## src/sv/wpr_pkg.sv

```systemverilog
package wpr_pkg;

  localparam int MAX_NODES_DEF = 64;

  localparam int DATA_W     = 32;
  localparam int CS_W       = 40;
  localparam int SUM_W      = 48;
  localparam int TOT_W      = 50;
  localparam int DIV_DVD_W  = 64;
  localparam int DIV_DSR_W  = 48;
  localparam int DIV_REM_W  = 50;
  localparam int DIV_STEP_W = 7;

  typedef struct packed {
    logic                  start;
    logic [DIV_REM_W-1:0]  rem_init;
    logic [DIV_DVD_W-1:0]  dividend;
    logic [DIV_DSR_W-1:0]  divisor;
    logic [DIV_STEP_W-1:0] steps;
  } div_req_t;

  typedef struct packed {
    logic                 busy;
    logic                 done;
    logic [DIV_DVD_W-1:0] quot;
  } div_rsp_t;

endpackage

```

## src/sv/wpr_div.sv

```systemverilog
// Restoring divider, one quotient bit per cycle. The remainder starts at
// rem_init and takes dividend bits from the top down.
module wpr_div (
  input  logic              clk,
  input  logic              rst_n,
  input  wpr_pkg::div_req_t req,
  output wpr_pkg::div_rsp_t rsp
);

  logic [wpr_pkg::DIV_REM_W-1:0]  rem_r;
  logic [wpr_pkg::DIV_DVD_W-1:0]  dvd_r;
  logic [wpr_pkg::DIV_DVD_W-1:0]  q_r;
  logic [wpr_pkg::DIV_DSR_W-1:0]  dsr_r;
  logic [wpr_pkg::DIV_STEP_W-1:0] cnt_r;
  logic                           done_r;

  logic [wpr_pkg::DIV_REM_W-1:0] rem_sh;
  logic [wpr_pkg::DIV_REM_W-1:0] dsr_ext;
  logic                          fits;

  always_comb begin
    rem_sh  = {rem_r[wpr_pkg::DIV_REM_W-2:0], dvd_r[wpr_pkg::DIV_DVD_W-1]};
    dsr_ext = wpr_pkg::DIV_REM_W'(dsr_r);
    fits    = rem_sh >= dsr_ext;
  end

  always_ff @(posedge clk) begin
    if (!rst_n) begin
      cnt_r  <= '0;
      done_r <= 1'b0;
    end else begin
      done_r <= 1'b0;
      if (req.start) begin
        cnt_r <= req.steps;
      end else if (cnt_r != '0) begin
        cnt_r <= cnt_r - 1'b1;
        if (cnt_r == wpr_pkg::DIV_STEP_W'(1)) begin
          done_r <= 1'b1;
        end
      end
    end
  end

  always_ff @(posedge clk) begin
    if (req.start) begin
      rem_r <= req.rem_init;
      dvd_r <= req.dividend;
      dsr_r <= req.divisor;
      q_r   <= '0;
    end else if (cnt_r != '0) begin
      rem_r <= fits ? rem_sh - dsr_ext : rem_sh;
      dvd_r <= {dvd_r[wpr_pkg::DIV_DVD_W-2:0], 1'b0};
      q_r   <= {q_r[wpr_pkg::DIV_DVD_W-2:0], fits};
    end
  end

  assign rsp.busy = cnt_r != '0;
  assign rsp.done = done_r;
  assign rsp.quot = q_r;

endmodule

```

## config.mk

```make
export PLATFORM = sky130hd
export DESIGN_NAME = wpr_div
export DESIGN_NICKNAME = d
export VERILOG_FILES = /design/src/sv/wpr_pkg.sv /design/src/sv/wpr_div.sv
export SDC_FILE = /design/constraint.sdc
export NUM_CORES = 1
export LEC_CHECK = 0
export ABC_AREA = 1
export CORE_AREA = 2 2 150 152
export CTS_CLUSTER_SIZE = 20
export DETAILED_ROUTE_END_ITERATION = 8
export DIE_AREA = 0 0 152 154
export DONT_BUFFER_PORTS = 1
export GPL_TIMING_DRIVEN = 0
export HOLD_SLACK_MARGIN = 0.15
export PLACE_DENSITY = 0.8
export SLEW_MARGIN = 40
export SYNTH_ARGS = -nofsm -noshare
export SYNTH_HDL_FRONTEND = slang
export SYNTH_SLANG_ARGS = --single-unit
```

## constraint.sdc

```tcl
create_clock -name clk -period 12.8 [get_ports clk]
set_input_delay 0.64 -clock clk [delete_from_list [all_inputs] [get_ports clk]]
set_output_delay 0.64 -clock clk [all_outputs]
set_load 0.01 [all_outputs]
```

== After elaboration in Yosys (flattened, before gate mapping) ==
Cells that the tools add are included.
Cells by class
  magnitude comparators: 1
  equality and inequality tests: 1
  bitwise gates (word level): 2
  add/subtract/negate cells: 2
  muxes and demuxes: 8
  reduce and logical (&&, ||, !) cells: 3
Operators by type and width (number)
  $mux W49: 3
  $mux W64: 2
  $ge A50 B48 Y1: 1
  $sub A49 B48 Y49: 1
  $mux W7: 2
  $eq A7 B1 Y1 const B: 1
  $reduce_bool A7 Y1: 1
  $sub A7 B1 Y7 const B: 1
  $reduce_or A3 Y1: 1
  $not A1 Y1: 2
  $reduce_bool A2 Y1: 1
  $mux W1: 1
Storage, ports and cells
  output and inout bits: 66
  input port bits: 172
  register bits after elaboration: 233

== Logic depth before layout (Yosys ltp) ==
  depth after elaboration: 4
  mapped depth: 17

== Worst setup path before layout ==
OpenSTA, ideal clock, no wires.
  kind: register -> register
  start: register cnt_r[0] (netlist bit)
  end: register dvd_r[0] (netlist bit), enable pin
  setup slack: 7940 ps
  arrival: 4338 ps
  clock period less this slack: 4860 ps
  stages on the path, launching flop included: 9
  path buffers: 1
  cells stage by stage: dfxtp_1 inv_1 ha_1 nand2_1 nor3_1 inv_1 nor2_1 inv_2 clkbuf_1
RTL lines
  start, declared: line wpr_div.sv:14  | logic [wpr_pkg::DIV_STEP_W-1:0] cnt_r;
  start signal, assigned: line wpr_div.sv:34  | cnt_r <= req.steps;
  start signal, assigned: line wpr_div.sv:36  | cnt_r <= cnt_r - 1'b1;
  end signal, assigned: line wpr_div.sv:47  | dvd_r <= req.dividend;
  end signal, assigned: line wpr_div.sv:52  | dvd_r <= {dvd_r[wpr_pkg::DIV_DVD_W-2:0], 1'b0};
  end, declared: line wpr_div.sv:11  | logic [wpr_pkg::DIV_DVD_W-1:0] dvd_r;

== Final worst setup path ==
  start: register rem_r[25] (netlist bit)
  end: register rem_r[45] (netlist bit), data pin
Between the ends
  longest elaborated chain between the ends: 4
Ends and longest elaborated chain
  start, declared: line wpr_div.sv:10  | logic [wpr_pkg::DIV_REM_W-1:0] rem_r;
  start signal, assigned: line wpr_div.sv:46  | rem_r <= req.rem_init;
  start signal, assigned: line wpr_div.sv:51  | rem_r <= fits ? rem_sh - dsr_ext : rem_sh;
  $sub A49 B48 Y49 or $ge A50 B48 Y1 (tied branches): line wpr_div.sv:51, wpr_div.sv:24
  $mux W49 *: line wpr_div.sv:51
  $mux W49 *: line wpr_div.sv:50  | end else if (cnt_r != '0) begin
  $mux W49 *: line wpr_div.sv:45  | if (req.start) begin
Every way passes the cells marked *; elsewhere a longest branch is shown, timed or not. The select of a mux whose other input is x is not followed.
A chain may end at the register's enable or synchronous reset.

==> results.md <==
* Run status: completed
* Max-cap violation count at 0
* Initial DRC Count at 961
* Layout overhead on the synthesized area at 8.72%
* Top FF cell, synth: edfxtp_1
* Worst-margin pin slew at 0.836 ns
* Share of the clock period used by the worst path at 22.6%
* Gr usage total at 32.8%
* Register area share after synthesis at 44.9%
* Die H at 154 um
* Yosys Warn Count at 0
* H-tree Lvls at 1
* Clk pin slew, worst setup/hold paths at 0.07 ns
* Io pins at 238
* Hold Crit Class: in2reg
* Number of global-route vias before repair at 11,779
* RePlAce Congestion at 0.952
* Standard-cell rows at 54
* Post_cts resized at 0
* Max VDD drop at 0.141 mV
* Most common cell after layout, fill and taps aside: nand2_1
* Slowest cell delay on critical path at 0.46 ns
* Clock skew at 0.0113 ns
* Post-synth ARST share at 0%
* Final net count at 2,161
* Post-Route WL at 39,300 um
* Post-CTS Repair Setup Buffers at 0
* Detail Route Antenna Nets at 0
* Footprint of the multi-input gates at 0.00600 mm^2
* Ratio of cells with drive above 1 in the final layout at 5.73%
* Die Area at 0.0234 mm^2
* CTS Buf Count at 24
* Slowest cell on crit path: ha_1
* Initial antenna violation count at 2
* Max Root-Sink Buffers at 3
* Routed vias at 12,125
* Critical-path maximum fanout at 10
* Avg Cell Area, Syn at 7.32 um^2
* Most frequent CP cell: nand2_1
* Grt ovf at 0
* DR vias/cell at 5.43
* Leakage at 7.62 nW
* Worst EP required at 13.08 ns
* Clk sinks at 233
* Router iterations before antenna repair at 5
* Final Hold Fails at 0
* Global-route wire length before repair at 61,100 um
* FILL cells at 1,755
* Number of synthesized flops with an enable pin at 161
* DRC Markers at 0
* RSZ-0062 raised after global routing: false
* Cell variety after synth at 39
* CTS tree: built
* Clk root buf: clkbuf_16
* Core ar. at 0.0217 mm^2
* Total Neg Setup Slack at 0 ns
* Crit Path Category: reg2reg
* I/O Buffers at 0
* Die X at 152 um
* Largest net degree at the start of global routing at 53
* Max-slew violation count at 0
* Mapped cell area at 0.0140 mm^2
* CP cell instances: ha_1, nand2_1, nor2_1, nand2_1, nor2_2, nand3_1, nand3_2, nor2_4, nand2_2, buf_4, nand3_1, nand2_1, nand2_1
* Power density over the cells at 221 mW/mm^2
* Post-synthesis register bit count at 233
* DP HPWL at 30,300 um
* Endpoint class of the critical path: flop
* Overall power at 3.36 mW
* Detail-routed net length per standard cell at 17.6 um
* Mapped Nets at 2,132
* Post-synthesis cell count at 1,909
* Max transition margin at 44.2%
* Register area at 0.00628 mm^2
* CP Launch Type: flop
* Crit-path leading delay family: simple AND/OR/NAND/NOR gates
* Final Setup Violations at 0
* Starting Density at 64.4%
* Worst skew pair latency at 0.53 ns
* Final min period at 2.90 ns
* Maximum clock frequency at 345 MHz
* Hold buffers post-CTS at 0
* Buf+Inv Stages, Crit Path at 1
* CP arrival at 3.18 ns
* Most frequent cells in the layout: nand2_1 (766), inv_1 (367), edfxtp_1 (161)
==> layer usage <==
layer / part of all wire (%) / track usage, %
met1: 42 / 42.4
met3: 8.9 / 7.89
met4: 2.5 / 9.21
met2: 47 / 55.4
met5: 0 / 0
==> power by group <==
part	total [mW]	switching, mW	internal, mW
clock	0.724	0.292	0.431
combinational	1.60	1.06	0.540
sequential	1.04	0.0632	0.974
==> cells in the mapped netlist (3+ instances only) <==
master,n,share of area [%]
and2_1,4,0.18
nor3_1,8,0.29
nand3_1,102,3.7
edfxtp_1,161,35
nand3b_2,9,0.73
buf_1,3,0.081
buf_4,6,0.32
clkbuf_1,26,0.70
nand3b_1,35,1.9
buf_2,13,0.47
o22ai_1,62,2.8
xnor2_1,22,1.4
inv_1,367,9.9
o21bai_1,5,0.27
dfxtp_1,72,10
nand2_1,766,21
ha_1,50,4.5
inv_2,10,0.27
a21oi_1,33,1.2
nor2_4,3,0.24
nor2_2,14,0.63
nand3_2,3,0.21
buf_6,6,0.48
xor2_1,3,0.19
nand2_2,7,0.31
nor2_1,86,2.3
nand4_1,13,0.58
o21ai_0,9,0.32
==> area by class of cell <==
class                           count  share of cell area, %
Antenna cell                        1                 0.0165
Sequential cell                   233                   41.3
Clock inverter                     10                   1.09
Clock buffer                       31                   4.19
Inverter                          377                   9.31
Buffer                             54                   1.91
Timing Repair Buffer                3                  0.395
Tap cell                          280                   2.31
Multi-Input combinational cell   1245                   39.5
==> per-stage QoR <==
stage               util, %  hold slack [ns]  setup WS, ns  instances  instance area, um^2
finish                 70.0            0.197          9.90       2234                15200
global route           70.0            0.184          9.79       2234                15200
CTS                    70.0            0.188         10.00       2233                15200
detailed placement     66.3            0.479         10.02       2192                14400
global placement       66.0            0.470          6.28       2189                14300
floorplan                 -            0.457          7.94       1909                14000
==> cell families (layout without fill, tap and decap cells) <==
group                      count (synthesis)  count (layout)  share of synthesized area (%)
and+or+nand+nor                         1053            1053                           31.8
buffers and inverters                    431             475                           12.2
DFF                                      233             233                           44.9
AOI/OAI and AO/OA                        116             116                           4.92
adders and majority gates                 51              51                           4.62
xor gates and xnor gates                  25              25                           1.57
other                                      0               1                              0
==> sequential cells by signal (all words and copies together), names as in the netlist <==
register	count
cnt_r	7
done_r	1
dsr_r	48
dvd_r	64
q_r	64
rem_r	49
==> path summary, 6_finish.rpt <==
kind         depth (start not counted)                     to                   from  slack [ns]
max                                 13    rem_r[45]$_DFFE_PP_    rem_r[25]$_DFFE_PP_        9.90
min reg2reg                          2  cnt_r[1]$_SDFFE_PN0P_  cnt_r[1]$_SDFFE_PN0P_        0.49
max reg2reg                         13    rem_r[45]$_DFFE_PP_    rem_r[25]$_DFFE_PP_        9.90
min                                  0    dsr_r[11]$_DFFE_PP_                req[18]        0.20
Power figures use the tool's default switching activity.
